$ cat config.mk
export PLATFORM = sky130hd
export DESIGN_NAME = scope_edge_timebase_sweep_unit_flat
export DESIGN_NICKNAME = d
export VERILOG_FILES = /design/src/design/stbs_pkg.sv /design/src/design/stbs_sample_if.sv /design/src/design/stbs_result_if.sv /design/src/design/stbs_cfg_if.sv /design/src/design/scope_edge_timebase_sweep_unit.sv /design/src/design/stbs_rowmap.sv /design/src/design/stbs_trigger.sv /design/src/flat_wrapper.sv
export SDC_FILE = /design/constraint.sdc
export NUM_CORES = 1
export LEC_CHECK = 0
export BUFFER_PORTS_ARGS = -buffer_cell sky130_fd_sc_hd__buf_2
export CORE_MARGIN = 2
export CORE_UTILIZATION = 45
export CTS_CLUSTER_DIAMETER = 30
export DETAILED_ROUTE_END_ITERATION = 6
export PLACE_DENSITY = 0.74
export SLEW_MARGIN = 20
export SYNTH_ARGS = -nofsm -noshare
export SYNTH_HDL_FRONTEND = slang
export SYNTH_HIERARCHICAL = 1
export SYNTH_SLANG_ARGS = --single-unit
$ cat constraint.sdc
create_clock -name clk -period 9 [get_ports clk]
set_input_delay 1.8 -clock clk [delete_from_list [all_inputs] [get_ports clk]]
set_output_delay 1.8 -clock clk [all_outputs]
set_load 0.02 [all_outputs]
$ cat src/design/stbs_pkg.sv
`timescale 1ns / 1ps
// ----------------------------------------------------------------------------
// stbs_pkg
// Shared constants, register codes and types of the edge-triggered timebase
// sweep.
// ----------------------------------------------------------------------------
package stbs_pkg;

	// Geometry of the sweep and the plot area
	localparam int SWEEP_START = 20;
	localparam int SWEEP_WIDTH = 280;
	localparam int PLOT_TOP    = 40;
	localparam int PLOT_HEIGHT = 200;

	// Fixed properties of the display and converters
	localparam int FULL_SCALE_BITS = 12;
	localparam int FULL_SCALE      = 4096;
	localparam int MIN_PERIOD_COLS = 10;
	localparam int MAX_STEP        = 16;
	localparam int MEAS_GAP        = 10;
	localparam int MEAS_MARGIN     = 20;

	localparam int HALF        = PLOT_HEIGHT / 2;
	localparam int TARGET      = SWEEP_WIDTH / 5;
	localparam int TARGET_LO   = TARGET / 2;
	localparam int TARGET_HI   = TARGET * 2;
	localparam int REF_BASE    = PLOT_TOP + HALF;
	localparam int MEAS_BASE   = PLOT_TOP + HALF + MEAS_GAP;
	localparam int MEAS_SPAN   = HALF - MEAS_MARGIN;
	localparam int SWEEP_LIMIT = SWEEP_START + SWEEP_WIDTH;

	localparam int SAMPLE_W = 12;
	localparam int COL_W    = 10;
	localparam int ROW_W    = 10;
	localparam int STEP_W   = 5;
	localparam int COUNT_W  = 16;
	localparam int REG_IDX_W = 2;

	localparam logic [COL_W-1:0]    START_COL       = COL_W'(SWEEP_START);
	localparam logic [SAMPLE_W-1:0] CENTER_RESET    = 12'd2048;
	localparam logic [SAMPLE_W-1:0] THRESHOLD_RESET = 12'd100;
	localparam logic [SAMPLE_W-1:0] PREV_REF_RESET  = 12'd2048;

	typedef enum logic [REG_IDX_W-1:0] {
		REG_CENTER_LEVEL   = 2'd0,
		REG_EDGE_THRESHOLD = 2'd1,
		REG_TRACE_READY    = 2'd2
	} reg_idx_t;

	typedef struct packed {
		logic [COL_W-1:0]   column;
		logic               wrapped;
		logic [STEP_W-1:0]  step_now;
		logic [COUNT_W-1:0] period_count;
		logic               period_new;
	} trig_res_t;

endpackage

$ cat src/design/stbs_sample_if.sv
`timescale 1ns / 1ps
// ----------------------------------------------------------------------------
// stbs_sample_if
// Input channel: one reference and one measured sample per beat.
// ----------------------------------------------------------------------------
interface stbs_sample_if;
	import stbs_pkg::*;

	logic                valid;
	logic                ready;
	logic [SAMPLE_W-1:0] ref_sample;
	logic [SAMPLE_W-1:0] meas_sample;

	modport source (output valid, output ref_sample, output meas_sample, input ready);
	modport sink (input valid, input ref_sample, input meas_sample, output ready);
endinterface

$ cat src/design/stbs_result_if.sv
`timescale 1ns / 1ps
// ----------------------------------------------------------------------------
// stbs_result_if
// Output channel: one plot point with sweep status per beat.
// ----------------------------------------------------------------------------
interface stbs_result_if;
	import stbs_pkg::*;

	logic               valid;
	logic               ready;
	logic [COL_W-1:0]   column;
	logic [ROW_W-1:0]   ref_row;
	logic [ROW_W-1:0]   meas_row;
	logic               connect;
	logic               wrapped;
	logic [STEP_W-1:0]  step_now;
	logic [COUNT_W-1:0] period_count;
	logic               period_new;

	modport source (
		output valid, output column, output ref_row, output meas_row, output connect,
		output wrapped, output step_now, output period_count, output period_new,
		input ready
	);
	modport sink (
		input valid, input column, input ref_row, input meas_row, input connect,
		input wrapped, input step_now, input period_count, input period_new,
		output ready
	);
endinterface

$ cat src/design/stbs_cfg_if.sv
`timescale 1ns / 1ps
// ----------------------------------------------------------------------------
// stbs_cfg_if
// Register write channel: register index and write data per beat.
// ----------------------------------------------------------------------------
interface stbs_cfg_if;
	import stbs_pkg::*;

	logic                 valid;
	logic                 ready;
	logic [REG_IDX_W-1:0] index;
	logic [SAMPLE_W-1:0]  data;

	modport source (output valid, output index, output data, input ready);
	modport sink (input valid, input index, input data, output ready);
endinterface

$ cat src/design/scope_edge_timebase_sweep_unit.sv
`timescale 1ns / 1ps
// ----------------------------------------------------------------------------
// scope_edge_timebase_sweep_unit
// An accepted sample beat is presented as its result beat in the next cycle.
// Throughput: one beat per cycle; the result register is the only stage.
// The sample channel stalls only while a result is held and not taken.
// Reset (arst_n low) clears sweep state to the start column, step 1, and
// restores the registers to centre 2048, threshold 100, trace ready set.
// ----------------------------------------------------------------------------
module scope_edge_timebase_sweep_unit (
	input  logic  clk,
	input  logic  arst_n,
	stbs_sample_if.sink   smp,
	stbs_cfg_if.sink      cfg,
	stbs_result_if.source res
);
	import stbs_pkg::*;

	// Configuration registers
	logic [SAMPLE_W-1:0] center_level_q;
	logic [SAMPLE_W-1:0] edge_threshold_q;
	logic                trace_ready_q;

	// Result register
	logic               res_valid_q;
	logic [COL_W-1:0]   column_q;
	logic [ROW_W-1:0]   ref_row_q, meas_row_q;
	logic               connect_q, wrapped_q, period_new_q;
	logic [STEP_W-1:0]  step_now_q;
	logic [COUNT_W-1:0] period_count_q;

	logic      accept;
	trig_res_t trig;
	logic [ROW_W-1:0] ref_row, meas_row;
	logic      connect;

	// Take a new beat whenever the result register is empty or being drained
	assign smp.ready = !res_valid_q || res.ready;
	assign accept    = smp.valid && smp.ready;
	assign cfg.ready = 1'b1;

	// Register writes; indexes beyond the list are dropped
	always_ff @(posedge clk or negedge arst_n) begin
		if (!arst_n) begin
			center_level_q   <= CENTER_RESET;
			edge_threshold_q <= THRESHOLD_RESET;
			trace_ready_q    <= 1'b1;
		end else if (cfg.valid) begin
			case (reg_idx_t'(cfg.index))
				REG_CENTER_LEVEL:   center_level_q   <= cfg.data;
				REG_EDGE_THRESHOLD: edge_threshold_q <= cfg.data;
				REG_TRACE_READY:    trace_ready_q    <= cfg.data[0];
				default: ;
			endcase
		end
	end

	// Edge tracking and sweep advance
	stbs_trigger u_trigger (
		.clk            (clk),
		.arst_n         (arst_n),
		.accept         (accept),
		.ref_sample     (smp.ref_sample),
		.center_level   (center_level_q),
		.edge_threshold (edge_threshold_q),
		.res            (trig)
	);

	// Sample to row mapping
	stbs_rowmap u_rowmap (
		.ref_sample  (smp.ref_sample),
		.meas_sample (smp.meas_sample),
		.ref_row     (ref_row),
		.meas_row    (meas_row)
	);

	// Draw a connecting line only past the first column of the sweep and only while trace ready is set
	assign connect = trace_ready_q && (trig.column > START_COL);

	always_ff @(posedge clk or negedge arst_n) begin
		if (!arst_n) begin
			res_valid_q <= 1'b0;
		end else if (smp.ready) begin
			res_valid_q <= smp.valid;
		end
	end

	// Hold the payload until it is taken; load on every accepted beat
	always_ff @(posedge clk) begin
		if (accept) begin
			column_q       <= trig.column;
			ref_row_q      <= ref_row;
			meas_row_q     <= meas_row;
			connect_q      <= connect;
			wrapped_q      <= trig.wrapped;
			step_now_q     <= trig.step_now;
			period_count_q <= trig.period_count;
			period_new_q   <= trig.period_new;
		end
	end

	assign res.valid        = res_valid_q;
	assign res.column       = column_q;
	assign res.ref_row      = ref_row_q;
	assign res.meas_row     = meas_row_q;
	assign res.connect      = connect_q;
	assign res.wrapped      = wrapped_q;
	assign res.step_now     = step_now_q;
	assign res.period_count = period_count_q;
	assign res.period_new   = period_new_q;
endmodule

$ cat src/design/stbs_rowmap.sv
`timescale 1ns / 1ps
// ----------------------------------------------------------------------------
// stbs_rowmap
// Map the two samples to screen rows: reference in the upper half,
// measured in the lower half.
// ----------------------------------------------------------------------------
module stbs_rowmap (
	input  logic [stbs_pkg::SAMPLE_W-1:0] ref_sample,
	input  logic [stbs_pkg::SAMPLE_W-1:0] meas_sample,
	output logic [stbs_pkg::ROW_W-1:0]    ref_row,
	output logic [stbs_pkg::ROW_W-1:0]    meas_row
);
	import stbs_pkg::*;

	localparam int PROD_W = 22;
	localparam int SUM_W  = 12;

	logic [SAMPLE_W:0]   meas_inv;
	logic [PROD_W-1:0]   ref_prod;
	logic [PROD_W-1:0]   meas_prod;
	logic [SUM_W-1:0]    ref_sum;
	logic [SUM_W-1:0]    meas_sum;

	// Scale by a constant and drop the full-scale bits
	assign meas_inv  = (SAMPLE_W+1)'(FULL_SCALE) - {1'b0, meas_sample};
	assign ref_prod  = PROD_W'(ref_sample) * PROD_W'(HALF);
	assign meas_prod = PROD_W'(meas_inv) * PROD_W'(MEAS_SPAN);

	assign ref_sum  = SUM_W'(REF_BASE) - SUM_W'(ref_prod >> FULL_SCALE_BITS);
	assign meas_sum = SUM_W'(MEAS_BASE) + SUM_W'(meas_prod >> FULL_SCALE_BITS);

	assign ref_row  = ref_sum[ROW_W-1:0];
	assign meas_row = meas_sum[ROW_W-1:0];
endmodule

$ cat src/design/stbs_trigger.sv
`timescale 1ns / 1ps
// ----------------------------------------------------------------------------
// stbs_trigger
// Rising-edge detection, period measurement, timebase step control and
// sweep column advance with wrap.
// ----------------------------------------------------------------------------
module stbs_trigger (
	input  logic                          clk,
	input  logic                          arst_n,
	input  logic                          accept,
	input  logic [stbs_pkg::SAMPLE_W-1:0] ref_sample,
	input  logic [stbs_pkg::SAMPLE_W-1:0] center_level,
	input  logic [stbs_pkg::SAMPLE_W-1:0] edge_threshold,
	output stbs_pkg::trig_res_t           res
);
	import stbs_pkg::*;

	localparam int NEXT_W = 12;

	logic [COL_W-1:0]    sweep_col_q, edge_col_q;
	logic [SAMPLE_W-1:0] prev_ref_q;
	logic                armed_q;
	logic [COUNT_W-1:0]  since_edge_q, period_meas_q;
	logic [STEP_W-1:0]   col_step_q;

	logic [SAMPLE_W:0]   ref_sum;
	logic                edge_hit;
	logic [COL_W-1:0]    width;
	logic                width_ok;
	logic [STEP_W-1:0]   step_d;
	logic                armed_d;
	logic [COL_W-1:0]    edge_col_d, sweep_col_d;
	logic [COUNT_W-1:0]  since_edge_d, period_meas_d;
	logic                meas_new;
	logic [NEXT_W-1:0]   next_col, limit;
	logic                do_wrap;

	assign ref_sum  = {1'b0, prev_ref_q} + {1'b0, edge_threshold};
	assign edge_hit = ({1'b0, ref_sample} > ref_sum) && (prev_ref_q < center_level);
	assign width    = sweep_col_q - edge_col_q;
	assign width_ok = width > COL_W'(MIN_PERIOD_COLS);

	always_comb begin
		armed_d       = armed_q;
		edge_col_d    = edge_col_q;
		period_meas_d = period_meas_q;
		step_d        = col_step_q;
		meas_new      = 1'b0;
		since_edge_d  = since_edge_q + COUNT_W'(1);
		if (edge_hit) begin
			since_edge_d = COUNT_W'(1);
			edge_col_d   = sweep_col_q;
			if (!armed_q) begin
				armed_d       = 1'b1;
				period_meas_d = '0;
			end else if (width_ok) begin
				period_meas_d = since_edge_q;
				meas_new      = 1'b1;
				if (NEXT_W'(width) < NEXT_W'(TARGET_LO)) begin
					if (col_step_q > STEP_W'(1)) step_d = col_step_q - STEP_W'(1);
				end else if (NEXT_W'(width) > NEXT_W'(TARGET_HI)) begin
					if (col_step_q < STEP_W'(MAX_STEP)) step_d = col_step_q + STEP_W'(1);
				end
			end
		end

		// Advance the sweep; wrap clears the edge tracking
		next_col    = NEXT_W'(sweep_col_q) + NEXT_W'(step_d);
		limit       = NEXT_W'(SWEEP_LIMIT) - NEXT_W'(step_d);
		do_wrap     = (next_col >= limit) || (next_col > NEXT_W'((1 << COL_W) - 1));
		sweep_col_d = next_col[COL_W-1:0];
		if (do_wrap) begin
			sweep_col_d   = START_COL;
			armed_d       = 1'b0;
			period_meas_d = '0;
			since_edge_d  = '0;
		end
	end

	always_comb begin
		res.column       = sweep_col_q;
		res.wrapped      = do_wrap;
		res.step_now     = step_d;
		res.period_count = period_meas_d;
		res.period_new   = meas_new;
	end

	always_ff @(posedge clk or negedge arst_n) begin
		if (!arst_n) begin
			sweep_col_q   <= START_COL;
			prev_ref_q    <= PREV_REF_RESET;
			armed_q       <= 1'b0;
			edge_col_q    <= '0;
			since_edge_q  <= '0;
			period_meas_q <= '0;
			col_step_q    <= STEP_W'(1);
		end else if (accept) begin
			sweep_col_q   <= sweep_col_d;
			prev_ref_q    <= ref_sample;
			armed_q       <= armed_d;
			edge_col_q    <= edge_col_d;
			since_edge_q  <= since_edge_d;
			period_meas_q <= period_meas_d;
			col_step_q    <= step_d;
		end
	end
endmodule

$ cat src/flat_wrapper.sv
// flat-port wrapper written by rule: the top's interface ports become plain ports
module scope_edge_timebase_sweep_unit_flat import stbs_pkg::*;
  (clk, arst_n, smp_valid, smp_ref_sample, smp_meas_sample, smp_ready, cfg_valid, cfg_index, cfg_data, cfg_ready, res_valid, res_column, res_ref_row, res_meas_row, res_connect, res_wrapped, res_step_now, res_period_count, res_period_new, res_ready);
  stbs_sample_if smp_i ();
  stbs_cfg_if cfg_i ();
  stbs_result_if res_i ();
  input  logic clk;
  input  logic arst_n;
  input wire logic [$bits(smp_i.valid)-1:0] smp_valid;
  input wire logic [$bits(smp_i.ref_sample)-1:0] smp_ref_sample;
  input wire logic [$bits(smp_i.meas_sample)-1:0] smp_meas_sample;
  output wire logic [$bits(smp_i.ready)-1:0] smp_ready;
  input wire logic [$bits(cfg_i.valid)-1:0] cfg_valid;
  input wire logic [$bits(cfg_i.index)-1:0] cfg_index;
  input wire logic [$bits(cfg_i.data)-1:0] cfg_data;
  output wire logic [$bits(cfg_i.ready)-1:0] cfg_ready;
  output wire logic [$bits(res_i.valid)-1:0] res_valid;
  output wire logic [$bits(res_i.column)-1:0] res_column;
  output wire logic [$bits(res_i.ref_row)-1:0] res_ref_row;
  output wire logic [$bits(res_i.meas_row)-1:0] res_meas_row;
  output wire logic [$bits(res_i.connect)-1:0] res_connect;
  output wire logic [$bits(res_i.wrapped)-1:0] res_wrapped;
  output wire logic [$bits(res_i.step_now)-1:0] res_step_now;
  output wire logic [$bits(res_i.period_count)-1:0] res_period_count;
  output wire logic [$bits(res_i.period_new)-1:0] res_period_new;
  input wire logic [$bits(res_i.ready)-1:0] res_ready;
  assign smp_i.valid = smp_valid;
  assign smp_i.ref_sample = smp_ref_sample;
  assign smp_i.meas_sample = smp_meas_sample;
  assign smp_ready = smp_i.ready;
  assign cfg_i.valid = cfg_valid;
  assign cfg_i.index = cfg_index;
  assign cfg_i.data = cfg_data;
  assign cfg_ready = cfg_i.ready;
  assign res_valid = res_i.valid;
  assign res_column = res_i.column;
  assign res_ref_row = res_i.ref_row;
  assign res_meas_row = res_i.meas_row;
  assign res_connect = res_i.connect;
  assign res_wrapped = res_i.wrapped;
  assign res_step_now = res_i.step_now;
  assign res_period_count = res_i.period_count;
  assign res_period_new = res_i.period_new;
  assign res_i.ready = res_ready;
  scope_edge_timebase_sweep_unit u_core (.clk(clk), .arst_n(arst_n), .smp(smp_i), .cfg(cfg_i), .res(res_i));
endmodule
# Yosys cells after proc, flatten, opt, wreduce, memory -nomap -nowiden
# Cells that the tools add are included.
dict set report totals {
  regBits 150
}
dict set report op_classes {
  add_sub_neg 10
  mul 2
  order_cmp 10
  n_eq_ne 2
  mux 17
  reduce_logical 14
}
# operator count
set ops {}
lappend ops {{$mux 16} 6}
lappend ops {{$mux 5} 7}
lappend ops {{$mul 12x5->17 const B} 1}
lappend ops {{$add 16x1->16 const B} 1}
lappend ops {{$mul 13x3->16 const B} 1}
lappend ops {{$add 12x12->13} 1}
lappend ops {{$gt 12x13->1} 1}
lappend ops {{$sub 13x12->13 const A} 1}
lappend ops {{$ge 11x12->1} 1}
lappend ops {{$lt 12x12->1} 1}
lappend ops {{$reduce_and 2->1} 6}
lappend ops {{$add 10x5->11} 1}
lappend ops {{$gt 11x10->1 const B} 1}
lappend ops {{$gt 10x4->1 const B} 1}
lappend ops {{$gt 10x5->1 const B} 1}
lappend ops {{$gt 10x7->1 const B} 1}
lappend ops {{$lt 10x5->1 const B} 1}
lappend ops {{$mux 10} 1}
lappend ops {{$sub 10x10->10} 1}
lappend ops {{$sub 9x5->10 const A} 1}
lappend ops {{$add 8x8->9 const A} 1}
lappend ops {{$sub 8x7->9 const A} 1}
lappend ops {{$add 5x1->5 const B} 1}
lappend ops {{$gt 5x1->1 const B} 1}
lappend ops {{other kinds (10)} 15}

# Logic depth before layout (Yosys ltp)
dict set report depth {
  ltp_word 12
  depth_mapped 36
  ltp_nobuf 34
}

# Hierarchy
# The synthesis kept the hierarchy.
# mod n_inst cells_each area_per_inst_um2 seq_area_each_um2
set by_module_without_submodules {}
lappend by_module_without_submodules {stbs_trigger 1 635 5885.6 1756.7}
lappend by_module_without_submodules {scope_edge_timebase_sweep_unit 1 120 2662.6 2278.4}
lappend by_module_without_submodules {stbs_rowmap 1 272 2192.1 0.0}

# Worst setup path before layout
# Ideal clock, no wire load.
dict set report synth_timing {
  path_kind {reg-to-reg}
  startpoint {register u_core.edge_threshold_q[1]}
  endpoint {register u_core.u_trigger.sweep_col_q[8]}
  setup_time_ns 0.126
  arrival_ns 6.850
  t_required_ns 8.874
  path_slack_ns 2.024
  stages_incl_launch_ff 34
  n_path_buf 2
  period_less_slack_ns 6.976
  path_cell_list {dfrtp_1 ha_1 a21o_1 a21oi_1 o21bai_1 a21oi_1 o21bai_1 a21oi_1 o21ai_0 o41a_1 xnor2_1 ha_1 nand4_1 o31a_1 o221ai_1 a31oi_1 nand3_1 a211oi_2 buf_2 o21ai_0 a222oi_1 inv_1 fa_1 nand2b_1 a21oi_1 a21oi_1 ha_1 o21ai_0 nand2b_1 a211oi_1 o22ai_1 clkbuf_1 a211oi_1 a221o_1}
}
# item line
set synth_rtl {}
lappend synth_rtl {{start, declared} scope_edge_timebase_sweep_unit.sv:21} ;# logic [SAMPLE_W-1:0] edge_threshold_q;
lappend synth_rtl {{start signal, assigned} scope_edge_timebase_sweep_unit.sv:51} ;# REG_EDGE_THRESHOLD: edge_threshold_q <= cfg.data;
lappend synth_rtl {{end signal, assigned} stbs_trigger.sv:98} ;# sweep_col_q <= sweep_col_d;
lappend synth_rtl {{end, declared} stbs_trigger.sv:20} ;# logic [COL_W-1:0] sweep_col_q, edge_col_q;

==> reports/metrics.cfg <==
[floorplan]
num_rows = 56
core_area_um2 = 23500
initial_utilization_pct = 45.8
ios = 100
die_x_um = 158
dieArea_um2 = 25100
dieHeight_um = 158

[yosys]
yosys_warnings = 6
yosysSeqAreaShare_pct = 37.6
syn_avg_cell_area_um2 = 10.5
synth.distinct_cells = 87
syn_inst = 1027
async_reset_ff_share_pct = 64.0
syn_area_um2 = 10700
synth_enable_flop_cells = 54
synth-seq-cells = 150
ys.flop_type = dfrtp_1

[detailed_routing]
drc = 0
vias = 7968
wl_um = 23200
first_iter_violations = 491
dr.pass1.iters = 5
routedWlPerCell_um = 16.1
avgViaCountPerCell = 5.54
ant_nets = 0

[final_layout]
antennaDiodeCount = 0
layout-drive-gt1-share_pct = 22.8
fill_cells = 2060
nets = 1279
area_growth_syn_to_layout_pct = 12.2

[clock_tree]
cts_buffer_depth = 2
clkTransAtPathRegs_ps = 60
cts_resized = 0
cts_buffers = 17
cts_tree = yes
clock-root-buffer = clkbuf_16
cts_hold_buf = 0
clkSinkCount = 150
clock_latency_ps = 420
post_cts_buffers = 0
cts-htree-levels = 4

[pwr]
powerDensity_nw_per_um2 = 308
leakage_nw = 5.30
finalPower_mw = 3.71
irDropWorstVdd_v = 0.000164

[worst_setup_path]
critPathTopFamily = compound AO/OA/AOI/OAI gates
cpMostUsedCell = a21oi_1
arrival_ps = 8600
worst-path-buf-inv = 4
worstSetupPathType = reg -> reg
cpPeakStageDelay_ps = 730
timing.rr.start = u_core/u_trigger/prev_ref_q[1]$_DFFE_PN0P_
crit_path_start_kind = register
cp_slowest_cell = a211oi_2
cp_max_fo = 23
reg2reg_depth = 33
cp-end-kind = register
required_ps = 9260
timing.rr.end = u_core/u_trigger/sweep_col_q[6]$_DFFE_PN0P_
reg2reg_slack_ps = 670

[place]
port_buffers = 98
pre_cts_ws_ps = 933
routabilityCongestion = 0.856
hpwl_um = 16700

[run_status]
status = completed

[global_routing]
grt_pass1_wl_um = 38000
grt_start_max_net_pins = 73
overflow = 0
grt_antenna_before_repair = 2
grt_pass1_vias = 7840
grt_usage_pct = 19.0

[hold_path]
hold_depth = 2
min_to = u_core/u_trigger/edge_col_q[3]$_DFFE_PN0P_
hp-start = u_core/u_trigger/edge_col_q[3]$_DFFE_PN0P_
hp-class = reg -> reg

[sta]
slew_viol_final = 0
fin_crit_ps = 8330
hold_viol = 0
finalSetupTns_ps = 0
fmax_ghz = 0.120
tightest_slew_ps = 950
rsz0062_at_grt = false
fin_ws_ps = 665
finClkSkew_ps = 10.6
setup_violations = 0
maxSlewHeadroom_pct = 36.7
fin_crit_sh_pct = 92.6

[job]
drv_cap = 0

[worst register-to-register path: cells and delay by family (launching register included)]
| kind | cells | cell delay, ps |
|---|---|---|
| AO/OA/AOI/OAI | 20 | 4620 |
| XOR/XNOR | 1 | 140 |
| adder cells (fa/ha/maj) | 3 | 1040 |
| buffers and inverters | 4 | 1170 |
| flip-flops | 1 | 410 |
| AND/OR/NAND/NOR | 5 | 780 |
[kinds of logic (layout without fill, tap and decap cells)]
kind of cell | after synthesis | in the layout | synth area share, %
AO/OA/AOI/OAI | 242 | 242 | 17.3
XOR/XNOR | 71 | 71 | 5.96
adder cells (fa/ha/maj) | 133 | 133 | 16.1
buffers and inverters | 124 | 214 | 4.94
flip-flops | 150 | 150 | 37.6
multiplexers | 62 | 62 | 6.49
other | 2 | 4 | 0.0699
AND/OR/NAND/NOR | 243 | 243 | 11.6
[cell type report]
class / count / area, um2 / area share (%)
multi-input combinational: 755 / 6210 / 51.5
sequential: 150 / 4040 / 33.5
timing repair buffer: 103 / 531 / 4.40
clock buffer: 19 / 433 / 3.59
tap: 319 / 399 / 3.31
inverter: 79 / 297 / 2.46
clock inverter: 13 / 146 / 1.21
[cells in the mapped netlist, types with 17 or more instances]
library cell  instances  share of area, %
clkbuf_1             25              0.87
nand3_1              22               1.0
edfxtp_1             54                15
a21oi_1              41               1.9
nand2_1              50               1.7
o21ai_0              27               1.3
dfrtp_1              87                20
a211oi_1             20               1.4
mux2_2               61               6.4
a22oi_1              19               1.3
a21o_1               18               1.3
nor3_1               18              0.84
nor2_1               62               2.2
ha_1                121                14
a22o_1               17               1.4
inv_1                77               2.7
xnor2_1              43               3.5
xor2_1               27               2.2
[how the worst max path moves through the flow]
stage / to / slack, ps / cells after the start / start
6_report: u_core/u_trigger/sweep_col_q[6]$_DFFE_PN0P_ / 670 / 33 / u_core/u_trigger/prev_ref_q[1]$_DFFE_PN0P_
5_1_grt: u_core/u_trigger/sweep_col_q[6]$_DFFE_PN0P_ / 100 / 33 / u_core/edge_threshold_q[1]$_DFFE_PN0P_
4_1_cts: u_core/u_trigger/sweep_col_q[6]$_DFFE_PN0P_ / 810 / 33 / u_core/u_trigger/prev_ref_q[1]$_DFFE_PN0P_
3_5_place_dp: u_core/u_trigger/sweep_col_q[6]$_DFFE_PN0P_ / 930 / 33 / u_core/u_trigger/prev_ref_q[1]$_DFFE_PN0P_
3_3_place_gp: u_core/u_trigger/sweep_col_q[6]$_DFFE_PN0P_ / 1160 / 33 / u_core/edge_threshold_q[1]$_DFFE_PN0P_
2_1_floorplan: u_core/u_trigger/sweep_col_q[8]$_DFFE_PN0P_ / 2020 / 33 / u_core/edge_threshold_q[1]$_DFFE_PN0P_
[state kept, by name, summed over array words and instances, names as in the netlist, 5 cells and up]
signal                          flops
u_core/u_trigger/since_edge_q      16
u_core/center_level_q              12
u_core/u_trigger/edge_col_q        10
u_core/res.ref_row                 10
u_core/u_trigger/sweep_col_q       10
u_core/edge_threshold_q            12
u_core/res.period_count            16
u_core/res.column                  10
u_core/res.step_now                 5
u_core/u_trigger/col_step_q         5
u_core/u_trigger/prev_ref_q        12
u_core/res.meas_row                10
u_core/u_trigger/period_meas_q     16
[cell usage in the layout, fill, tap and decap left out, drive strengths merged, types with 14 or more instances in the layout]
master | netlist | layout
dfrtp | 87 | 87
a211oi | 32 | 32
xor2 | 27 | 27
mux2 | 61 | 61
a21o | 18 | 18
a21oi | 54 | 54
nand2 | 50 | 50
buf | 20 | 103
ha | 121 | 121
nor2 | 63 | 63
nand2b | 14 | 14
o21ai | 32 | 32
a22oi | 19 | 19
edfxtp | 54 | 54
clkbuf | 25 | 19
nand3 | 23 | 23
nor3 | 19 | 19
xnor2 | 44 | 44
inv | 78 | 81
a22o | 17 | 17
[routing by layer]
layer  track usage [%]  part of all wire (%)
met5                 0                 0.056
met4              5.23                   1.4
met3              3.57                   4.5
met2              32.4                    48
met1              24.7                    46
[per-stage QoR]
| stage | cell area, um2 | util [%] | instances | hold slack (ps) |
|---|---|---|---|---|
| floorplan | 10700 | - | 1029 | 450 |
| global placement | 11500 | 48.8 | 1406 | 463 |
| detailed placement | 11500 | 48.8 | 1406 | 470 |
| CTS | 12000 | 51.3 | 1438 | 484 |
| global route | 12100 | 51.3 | 1438 | 503 |
| finish | 12100 | 51.3 | 1438 | 482 |
[power by group]
part,total [mW],switching (mW),internal (mW)
clock,0.703,0.292,0.411
sequential,0.989,0.118,0.871
combinational,2.02,1.25,0.772
No activity file was read; power rests on OpenSTA's default activity.
